### src/rtl/core/dda_pkg.sv
// Shared types, constants, division step and colour blend functions for the DDA line rasteriser.
package dda_pkg;

    localparam int SCREEN_WIDTH  = 1024;
    localparam int SCREEN_HEIGHT = 1024;

    localparam logic signed [32:0] X_LIMIT = 33'(SCREEN_WIDTH * 65536);
    localparam logic signed [32:0] Y_LIMIT = 33'(SCREEN_HEIGHT * 65536);

    localparam logic [31:0] PAIR_MASK      = 32'h00FF_00FF;
    localparam logic [31:0] FULL_WEIGHT_Q16 = 32'h00FF_0000;

    localparam int DIV_ITERS = 32;

    localparam logic OP_START = 1'b0;
    localparam logic OP_STEP  = 1'b1;

    typedef enum logic [1:0] {
        ST_IDLE,
        ST_DIV,
        ST_FIN
    } t_state;

    typedef struct packed {
        logic load;
        logic iter;
        logic finish;
        logic emit;
    } t_cmd;

    typedef struct packed {
        logic div_last;
        logic line_active;
        logic last_pix;
    } t_sts;

    typedef struct packed {
        logic [17:0] rem;
        logic [31:0] quo;
    } t_lane;

    // one restoring division step; quotient bits shift in as dividend bits shift out
    function automatic t_lane div_bit(t_lane cur, logic [16:0] d);
        logic [17:0] trial;
        t_lane       nxt;
        trial = {cur.rem[16:0], cur.quo[31]};
        if (trial >= {1'b0, d}) begin
            nxt.rem = trial - {1'b0, d};
            nxt.quo = {cur.quo[30:0], 1'b1};
        end else begin
            nxt.rem = trial;
            nxt.quo = {cur.quo[30:0], 1'b0};
        end
        return nxt;
    endfunction

    // paired-channel modular lerp, weight w out of 256
    function automatic logic [31:0] blend(logic [31:0] from_c, logic [31:0] to_c,
                                          logic [7:0] w);
        logic [31:0] rb;
        logic [31:0] ga;
        logic [31:0] drb;
        logic [31:0] dga;
        logic [31:0] prb;
        logic [31:0] pga;
        rb  = from_c & PAIR_MASK;
        ga  = (from_c >> 8) & PAIR_MASK;
        drb = (to_c & PAIR_MASK) - rb;
        dga = ((to_c >> 8) & PAIR_MASK) - ga;
        prb = drb * {24'd0, w};
        pga = dga * {24'd0, w};
        rb  = rb + (prb >> 8);
        ga  = ga + (pga >> 8);
        return (rb & PAIR_MASK) | ((ga & PAIR_MASK) << 8);
    endfunction

endpackage

### src/rtl/core/dda_if.sv
// Valid/ready channel interfaces for line commands and pixel results.
interface dda_in_if;
    logic               valid;
    logic               ready;
    logic               op;
    logic signed [15:0] start_x;
    logic signed [15:0] start_y;
    logic signed [15:0] end_x;
    logic signed [15:0] end_y;
    logic [31:0]        start_color;
    logic [31:0]        end_color;

    modport source (output valid, op, start_x, start_y, end_x, end_y, start_color, end_color,
                    input ready);
    modport sink (input valid, op, start_x, start_y, end_x, end_y, start_color, end_color,
                  output ready);
endinterface

interface dda_out_if;
    logic        valid;
    logic        ready;
    logic [15:0] pix_x;
    logic [15:0] pix_y;
    logic [31:0] pix_color;
    logic        on_screen;
    logic        last;

    modport source (output valid, pix_x, pix_y, pix_color, on_screen, last, input ready);
    modport sink (input valid, pix_x, pix_y, pix_color, on_screen, last, output ready);
endinterface

### src/rtl/core/dda_line_with_color_gradient.sv
// DDA line rasteriser with a colour gradient. A start transfer (op 0) loads both endpoints
// and colours and runs a three-lane radix-2 divider, one quotient bit per cycle, to form
// the Q16.16 x/y increments and the blend-weight increment; the command channel is held
// off after the start transfer while the divider runs and through the finish state. Each
// step transfer (op 1) then yields one pixel per cycle, limited only by the single output
// register draining, until the final pixel, flagged by last. Step transfers with no line
// loaded are taken and dropped.
module dda_line_with_color_gradient (
    input  logic             i_clk,
    input  logic             i_rst_n,
    dda_in_if.sink           i_in,
    dda_out_if.source        o_out
);
    import dda_pkg::*;

    t_cmd cmd;
    t_sts sts;
    logic in_ready;
    logic out_valid;
    logic in_xfer;

    dda_ctrl u_ctrl (
        .i_clk       (i_clk),
        .i_rst_n     (i_rst_n),
        .i_in_valid  (i_in.valid),
        .i_in_op     (i_in.op),
        .i_out_ready (o_out.ready),
        .i_sts       (sts),
        .o_in_ready  (in_ready),
        .o_out_valid (out_valid),
        .o_cmd       (cmd)
    );

    dda_dpath u_dpath (
        .i_clk         (i_clk),
        .i_rst_n       (i_rst_n),
        .i_cmd         (cmd),
        .i_start_x     (i_in.start_x),
        .i_start_y     (i_in.start_y),
        .i_end_x       (i_in.end_x),
        .i_end_y       (i_in.end_y),
        .i_start_color (i_in.start_color),
        .i_end_color   (i_in.end_color),
        .o_sts         (sts),
        .o_pix_x       (o_out.pix_x),
        .o_pix_y       (o_out.pix_y),
        .o_pix_color   (o_out.pix_color),
        .o_on_screen   (o_out.on_screen),
        .o_last        (o_out.last)
    );

    assign i_in.ready  = in_ready;
    assign o_out.valid = out_valid;
    assign in_xfer     = i_in.valid && in_ready;

`ifndef ASSERT_OFF
    a_emit_fills_slot: assert property (@(posedge i_clk) disable iff (!i_rst_n)
        cmd.emit |=> o_out.valid)
        else $error("pixel emitted but output slot not filled");

    a_start_blocks: assert property (@(posedge i_clk) disable iff (!i_rst_n)
        (in_xfer && i_in.op == OP_START) |=> !i_in.ready)
        else $error("command channel ready while divider running");

    a_emit_needs_line: assert property (@(posedge i_clk) disable iff (!i_rst_n)
        cmd.emit |-> sts.line_active)
        else $error("pixel emitted with no line loaded");

    a_last_ends_line: assert property (@(posedge i_clk) disable iff (!i_rst_n)
        (cmd.emit && sts.last_pix) |=> !sts.line_active)
        else $error("line still active after final pixel");
`endif

endmodule

### src/rtl/core/dda_ctrl.sv
// Controller: handshakes, divider sequencing and output slot occupancy.
module dda_ctrl (
    input  logic          i_clk,
    input  logic          i_rst_n,
    input  logic          i_in_valid,
    input  logic          i_in_op,
    input  logic          i_out_ready,
    input  dda_pkg::t_sts i_sts,
    output logic          o_in_ready,
    output logic          o_out_valid,
    output dda_pkg::t_cmd o_cmd
);
    import dda_pkg::*;

    t_state r_state;
    t_state n_state;
    logic   r_out_valid;
    logic   n_out_valid;
    logic   slot_free;

    always_ff @(posedge i_clk) begin
        if (!i_rst_n) begin
            r_state     <= ST_IDLE;
            r_out_valid <= 1'b0;
        end else begin
            r_state     <= n_state;
            r_out_valid <= n_out_valid;
        end
    end

    always_comb begin
        n_state     = r_state;
        o_cmd       = '0;
        o_in_ready  = 1'b0;
        slot_free   = !r_out_valid || i_out_ready;
        n_out_valid = r_out_valid && !i_out_ready;
        case (r_state)
            ST_IDLE: begin
                o_in_ready = slot_free;
                if (i_in_valid && slot_free) begin
                    if (i_in_op == OP_START) begin
                        o_cmd.load = 1'b1;
                        n_state    = ST_DIV;
                    end else if (i_sts.line_active) begin
                        o_cmd.emit  = 1'b1;
                        n_out_valid = 1'b1;
                    end
                end
            end
            ST_DIV: begin
                o_cmd.iter = 1'b1;
                if (i_sts.div_last) begin
                    n_state = ST_FIN;
                end
            end
            ST_FIN: begin
                o_cmd.finish = 1'b1;
                n_state      = ST_IDLE;
            end
            default: begin
                n_state = ST_IDLE;
            end
        endcase
    end

    assign o_out_valid = r_out_valid;

endmodule

### src/rtl/core/dda_dpath.sv
// Datapath: line state, three-lane radix-2 divider, stepper and pixel output register.
module dda_dpath (
    input  logic               i_clk,
    input  logic               i_rst_n,
    input  dda_pkg::t_cmd      i_cmd,
    input  logic signed [15:0] i_start_x,
    input  logic signed [15:0] i_start_y,
    input  logic signed [15:0] i_end_x,
    input  logic signed [15:0] i_end_y,
    input  logic [31:0]        i_start_color,
    input  logic [31:0]        i_end_color,
    output dda_pkg::t_sts      o_sts,
    output logic [15:0]        o_pix_x,
    output logic [15:0]        o_pix_y,
    output logic [31:0]        o_pix_color,
    output logic               o_on_screen,
    output logic               o_last
);
    import dda_pkg::*;

    logic signed [32:0] r_pos_x;
    logic signed [32:0] r_pos_y;
    logic signed [32:0] r_step_x;
    logic signed [32:0] r_step_y;
    logic [23:0]        r_alpha_acc;
    logic [23:0]        r_alpha_step;
    logic [16:0]        r_steps_left;
    logic [31:0]        r_color_a;
    logic [31:0]        r_color_b;
    logic               r_line_active;
    logic [16:0]        r_count;
    logic               r_neg_x;
    logic               r_neg_y;
    t_lane              r_lx;
    t_lane              r_ly;
    t_lane              r_la;
    logic [4:0]         r_iter;

    logic [15:0] r_pix_x;
    logic [15:0] r_pix_y;
    logic [31:0] r_pix_color;
    logic        r_on_screen;
    logic        r_last;

    logic signed [16:0] dx;
    logic signed [16:0] dy;
    logic [16:0]        ax;
    logic [16:0]        ay;
    logic [16:0]        count;
    logic               vis;
    logic               last_pix;

    assign dx    = 17'(i_end_x) - 17'(i_start_x);
    assign dy    = 17'(i_end_y) - 17'(i_start_y);
    assign ax    = dx[16] ? 17'(-dx) : 17'(dx);
    assign ay    = dy[16] ? 17'(-dy) : 17'(dy);
    assign count = ((ax > ay) ? ax : ay) + 17'd1;

    assign vis = !r_pos_x[32] && !r_pos_y[32] && (r_pos_x < X_LIMIT) && (r_pos_y < Y_LIMIT);
    assign last_pix = r_steps_left == 17'd1;

    always_ff @(posedge i_clk) begin
        if (!i_rst_n) begin
            r_line_active <= 1'b0;
            r_iter        <= '0;
        end else begin
            if (i_cmd.load) begin
                r_line_active <= 1'b1;
                r_iter        <= '0;
            end else begin
                if (i_cmd.iter) begin
                    r_iter <= r_iter + 5'd1;
                end
                if (i_cmd.emit && last_pix) begin
                    r_line_active <= 1'b0;
                end
            end
        end
    end

    always_ff @(posedge i_clk) begin
        if (i_cmd.load) begin
            r_pos_x      <= {i_start_x[15], i_start_x, 16'd0};
            r_pos_y      <= {i_start_y[15], i_start_y, 16'd0};
            r_alpha_acc  <= '0;
            r_steps_left <= count;
            r_count      <= count;
            r_color_a    <= i_start_color;
            r_color_b    <= i_end_color;
            r_neg_x      <= dx[16];
            r_neg_y      <= dy[16];
            r_lx.rem     <= '0;
            r_lx.quo     <= {ax[15:0], 16'd0};
            r_ly.rem     <= '0;
            r_ly.quo     <= {ay[15:0], 16'd0};
            r_la.rem     <= '0;
            r_la.quo     <= FULL_WEIGHT_Q16;
        end
        if (i_cmd.iter) begin
            r_lx <= div_bit(r_lx, r_count);
            r_ly <= div_bit(r_ly, r_count);
            r_la <= div_bit(r_la, r_count);
        end
        if (i_cmd.finish) begin
            r_step_x     <= r_neg_x ? -$signed({1'b0, r_lx.quo}) : $signed({1'b0, r_lx.quo});
            r_step_y     <= r_neg_y ? -$signed({1'b0, r_ly.quo}) : $signed({1'b0, r_ly.quo});
            r_alpha_step <= r_la.quo[23:0];
        end
        if (i_cmd.emit) begin
            r_pix_x      <= vis ? r_pos_x[31:16] : 16'd0;
            r_pix_y      <= vis ? r_pos_y[31:16] : 16'd0;
            r_pix_color  <= blend(r_color_a, r_color_b, r_alpha_acc[23:16]);
            r_on_screen  <= vis;
            r_last       <= last_pix;
            r_steps_left <= r_steps_left - 17'd1;
            r_alpha_acc  <= r_alpha_acc + r_alpha_step;
            r_pos_x      <= r_pos_x + r_step_x;
            r_pos_y      <= r_pos_y + r_step_y;
        end
    end

    assign o_sts.div_last    = r_iter == 5'(DIV_ITERS - 1);
    assign o_sts.line_active = r_line_active;
    assign o_sts.last_pix    = last_pix;

    assign o_pix_x     = r_pix_x;
    assign o_pix_y     = r_pix_y;
    assign o_pix_color = r_pix_color;
    assign o_on_screen = r_on_screen;
    assign o_last      = r_last;

endmodule
### src/flat_wrapper.sv
// flat-port wrapper written by rule: the top's interface ports become plain ports
module dda_line_with_color_gradient_flat import dda_pkg::*;
  (i_clk, i_rst_n, i_in_valid, i_in_op, i_in_start_x, i_in_start_y, i_in_end_x, i_in_end_y, i_in_start_color, i_in_end_color, i_in_ready, o_out_valid, o_out_pix_x, o_out_pix_y, o_out_pix_color, o_out_on_screen, o_out_last, o_out_ready);
  dda_in_if i_in_i ();
  dda_out_if o_out_i ();
  input  logic i_clk;
  input  logic i_rst_n;
  input wire logic [$bits(i_in_i.valid)-1:0] i_in_valid;
  input wire logic [$bits(i_in_i.op)-1:0] i_in_op;
  input wire logic [$bits(i_in_i.start_x)-1:0] i_in_start_x;
  input wire logic [$bits(i_in_i.start_y)-1:0] i_in_start_y;
  input wire logic [$bits(i_in_i.end_x)-1:0] i_in_end_x;
  input wire logic [$bits(i_in_i.end_y)-1:0] i_in_end_y;
  input wire logic [$bits(i_in_i.start_color)-1:0] i_in_start_color;
  input wire logic [$bits(i_in_i.end_color)-1:0] i_in_end_color;
  output wire logic [$bits(i_in_i.ready)-1:0] i_in_ready;
  output wire logic [$bits(o_out_i.valid)-1:0] o_out_valid;
  output wire logic [$bits(o_out_i.pix_x)-1:0] o_out_pix_x;
  output wire logic [$bits(o_out_i.pix_y)-1:0] o_out_pix_y;
  output wire logic [$bits(o_out_i.pix_color)-1:0] o_out_pix_color;
  output wire logic [$bits(o_out_i.on_screen)-1:0] o_out_on_screen;
  output wire logic [$bits(o_out_i.last)-1:0] o_out_last;
  input wire logic [$bits(o_out_i.ready)-1:0] o_out_ready;
  assign i_in_i.valid = i_in_valid;
  assign i_in_i.op = i_in_op;
  assign i_in_i.start_x = i_in_start_x;
  assign i_in_i.start_y = i_in_start_y;
  assign i_in_i.end_x = i_in_end_x;
  assign i_in_i.end_y = i_in_end_y;
  assign i_in_i.start_color = i_in_start_color;
  assign i_in_i.end_color = i_in_end_color;
  assign i_in_ready = i_in_i.ready;
  assign o_out_valid = o_out_i.valid;
  assign o_out_pix_x = o_out_i.pix_x;
  assign o_out_pix_y = o_out_i.pix_y;
  assign o_out_pix_color = o_out_i.pix_color;
  assign o_out_on_screen = o_out_i.on_screen;
  assign o_out_last = o_out_i.last;
  assign o_out_i.ready = o_out_ready;
  dda_line_with_color_gradient u_core (.i_clk(i_clk), .i_rst_n(i_rst_n), .i_in(i_in_i), .o_out(o_out_i));
endmodule
### config.mk
export PLATFORM = sky130hd
export DESIGN_NAME = dda_line_with_color_gradient_flat
export DESIGN_NICKNAME = d
export VERILOG_FILES = /design/src/rtl/core/dda_pkg.sv /design/src/rtl/core/dda_if.sv /design/src/rtl/core/dda_line_with_color_gradient.sv /design/src/rtl/core/dda_ctrl.sv /design/src/rtl/core/dda_dpath.sv /design/src/flat_wrapper.sv
export SDC_FILE = /design/constraint.sdc
export NUM_CORES = 2
export LEC_CHECK = 0
export BUFFER_PORTS_ARGS = -buffer_cell sky130_fd_sc_hd__buf_2
export CORE_MARGIN = 2
export CORE_UTILIZATION = 37
export CTS_CLUSTER_SIZE = 10
export DETAILED_ROUTE_END_ITERATION = 6
export PLACE_DENSITY = 0.55
export REMOVE_ABC_BUFFERS = 1
export SLEW_MARGIN = 20
export SYNTH_ARGS = -nofsm -noshare
export SYNTH_HDL_FRONTEND = slang
export SYNTH_SLANG_ARGS = --single-unit
### constraint.sdc
create_clock -name i_clk -period 11.5 [get_ports i_clk]
set_input_delay 3.45 -clock i_clk [delete_from_list [all_inputs] [get_ports i_clk]]
set_output_delay 3.45 -clock i_clk [all_outputs]
set_load 0.02 [all_outputs]
==> metrics.txt <==
Crit Path Category=flop to flop; RSZ-0062 raised after global routing=no; DR vias=34100; Skew-Pair Late Insertion Delay=660 ps; Hold-fix buffers, CTS=0; FF-to-FF path depth=35; DP Wirelength=86600 um; Synth cell types=91; class of the tightest hold or removal check=flop to flop; cell taking the most area after synthesis=edfxtp_1; Initial Utilization=0.374; DR iter-0 viols=2202; vias in the first global route=34100; average wire per standard cell=17.8 um; die width=355 um; clock slew at reported path FFs=60 ps; Slew HR=0.278; Max Clk Rate=0.0995 GHz; clock sinks=502; cts repair resizes=0; Most used DFF post-synth=edfxtp_1; slowest stage delay, CP=750 ps; leakage power=22.0 nW; DIE AREA=126000 sq um; share of the synthesized area in the top cell type=0.324; final WL=117000 um; actual slew at the worst max-slew pin=1060 ps; Final Non-Filler Cells=6567; site row count=128; Synth area leaders=edfxtp_1 32%, fa_1 14%, ha_1 10%, inv_1 5.1%, xnor2_1 3.9%; antenna violations before repair=2; flop-to-flop setup slack=1450 ps; TritonRoute pass-1 iters=5; Post-DP Area=48600 sq um; Post-synth EDFFs=493; H-Tree Depth=3; Avg Cell Area, Syn=9.67 sq um; hold depth=0; GRT Overall Usage=0.186; DRT antenna net count=0; Die Span Y=355 um; crit end category=flop; Req. time, crit path=11880 ps; Final setup viols=0; Clk pwr share=0.151; Placed Cells=6459; pwr/cell area=264 nW/um^2; Syn Std Cell Area=45700 sq um; Synth top cells by count=626 x inv_1, 493 x edfxtp_1, 428 x nand2_1, 378 x ha_1, 314 x fa_1; crit-path max FO=17; layout cells sized above 1=0.0808; Final period util=0.874; sequential power share=0.199; Final Hold Viols=0; Nets=5727; fin. max-slew vios=0; first-pass GRT wire length=187000 um; status=completed; Worst Setup SP=u_core.u_dpath.r_color_a[9]; Routability Congestion=0.886; Critical-path top delay cell=a211oi_1; clock buffer count from CTS=66; Layout area overhead=10.8%; Max VDD drop=0.317 mV; Top-Level Pins=201; global route overflow=0; WHS=433 ps; sequential-to-total area share from yosys stat=0.328; Bufs on Longest Clock Path=3; hold path startpoint=u_core.u_dpath.r_la[5]; Post-CTS Setup Inserts=0; switching portion of total power=0.440; sw power=5.88 mW; async set or reset register ratio after synthesis=0; Worst Path Arrival=10440 ps; clk root buf=clkbuf_16; max cap viols=0; most common cell in the netlist=inv_1; port bufs=200; Worst Clk Skew=39.1 ps; Pint=7.50 mW; #FFs+latches synth=502; combinational power share=0.650; largest net degree at the start of global routing=134; synthesized instance count=4729; Worst setup SP type=flop; Design Area, Final=50600 sq um; core area=122000 sq um; R2R Path Start=u_core.u_dpath.r_color_a[9]; Period minus WS final=10050 ps; # DRC=0; yosys warns=0; CTS tree=done; TNS Setup=0 ps; Vias/cell=5.19
final cells by class:
cell class	instances	area, sq um
Antenna cell	1	2.50
Clock buffer	87	1750
Clock inverter	20	272
Fill cell	12100	71600
Inverter	627	2360
Multi-Input combinational cell	3471	28000
Sequential cell	502	15000
Tap cell	1625	2030
Timing Repair Buffer	234	1270
cell usage in the layout, fill, tap and decap left out, drive strengths merged, types with 14 or more instances in the layout:
cell and instances:
or4 20, o31ai 35, edfxtp 493, fa 314, a21boi 24, nand2b 46
nor2 295, o21ai 190, or3 33, a2111oi 19, nor2b 88, o211ai 32
a31oi 26, nor3b 16, o41ai 21, nand3 89, or2 26, xnor2 203
a211oi 39, a21oi 216, buf 234, and2 253, ha 378, mux2i 34
nor3 87, and3 33, nand2 428, xor2 110, o21bai 19, o21a 39
a21o 105, nor4 28, nand4 26, o2111ai 14, clkbuf 87, a311oi 14
inv 629
worst paths after layout:
check                                         to
hold reg to reg   u_core.u_dpath.r_alpha_step[5]
setup reg to reg  u_core.u_dpath.o_pix_color[31]
setup / recovery  u_core.u_dpath.o_pix_color[31]
hold / removal    u_core.u_dpath.r_alpha_step[5]
metal layers:
metal  vias up  GRT usage  part of all wire
met5         -          0                 0
met4         0     0.0649             0.031
met2       723      0.300              0.46
li1      16600          -                 -
met1     16600      0.253              0.46
met3       174     0.0285             0.049
worst max-delay path: cells and delay by family (launching register included):
family | cells | cell delay [ps]
xor+xnor | 1 | 110
fa+ha+maj | 7 | 2950
simple gates | 9 | 1500
buf+inv | 4 | 230
compound gates | 14 | 4520
flops | 1 | 450
stage by stage:
stage / power (mW) / utilization / setup slack, ps
after CTS: 13.6 / 0.414 / 1300
final: 13.4 / 0.414 / 1450
after global placement: 11.3 / 0.398 / 1450
after detailed placement: 11.4 / 0.398 / 1230
after global routing: 14.8 / 0.414 / 477
after floorplan: 9.50 / - / 545
power by group through the flow:
stage          sequential [mW]  combinational (mW)  clock (mW)
2_1_floorplan             2.71                6.79           0
3_3_place_gp              2.69                8.64           0
3_5_place_dp              2.69                8.75           0
4_1_cts                   2.66                8.81        2.10
5_1_grt                   2.68                9.95        2.16
6_report                  2.66                8.70        2.03
logic make-up after synthesis:
family	after synthesis	synth area share
other	1	0.0000820
AND/OR/NAND/NOR	1505	0.165
XOR/XNOR	314	0.0605
multiplexers	45	0.0102
adder cells (fa/ha/maj)	692	0.241
flip-flops	502	0.328
AO/OA/AOI/OAI	903	0.133
buffers and inverters	767	0.0631
sequential cells by signal (all words and copies together), names as in the netlist, 5 cells and up:
signal	count
u_core.u_dpath.o_pix_color	32
u_core.u_dpath.o_pix_x	16
u_core.u_dpath.o_pix_y	16
u_core.u_dpath.r_alpha_acc	24
u_core.u_dpath.r_alpha_step	24
u_core.u_dpath.r_color_a	32
u_core.u_dpath.r_color_b	32
u_core.u_dpath.r_count	17
u_core.u_dpath.r_iter	5
u_core.u_dpath.r_la	49
u_core.u_dpath.r_lx	49
u_core.u_dpath.r_ly	49
u_core.u_dpath.r_pos_x	33
u_core.u_dpath.r_pos_y	33
u_core.u_dpath.r_step_x	33
u_core.u_dpath.r_step_y	33
u_core.u_dpath.r_steps_left	17
No activity file was read; power rests on OpenSTA's default activity.
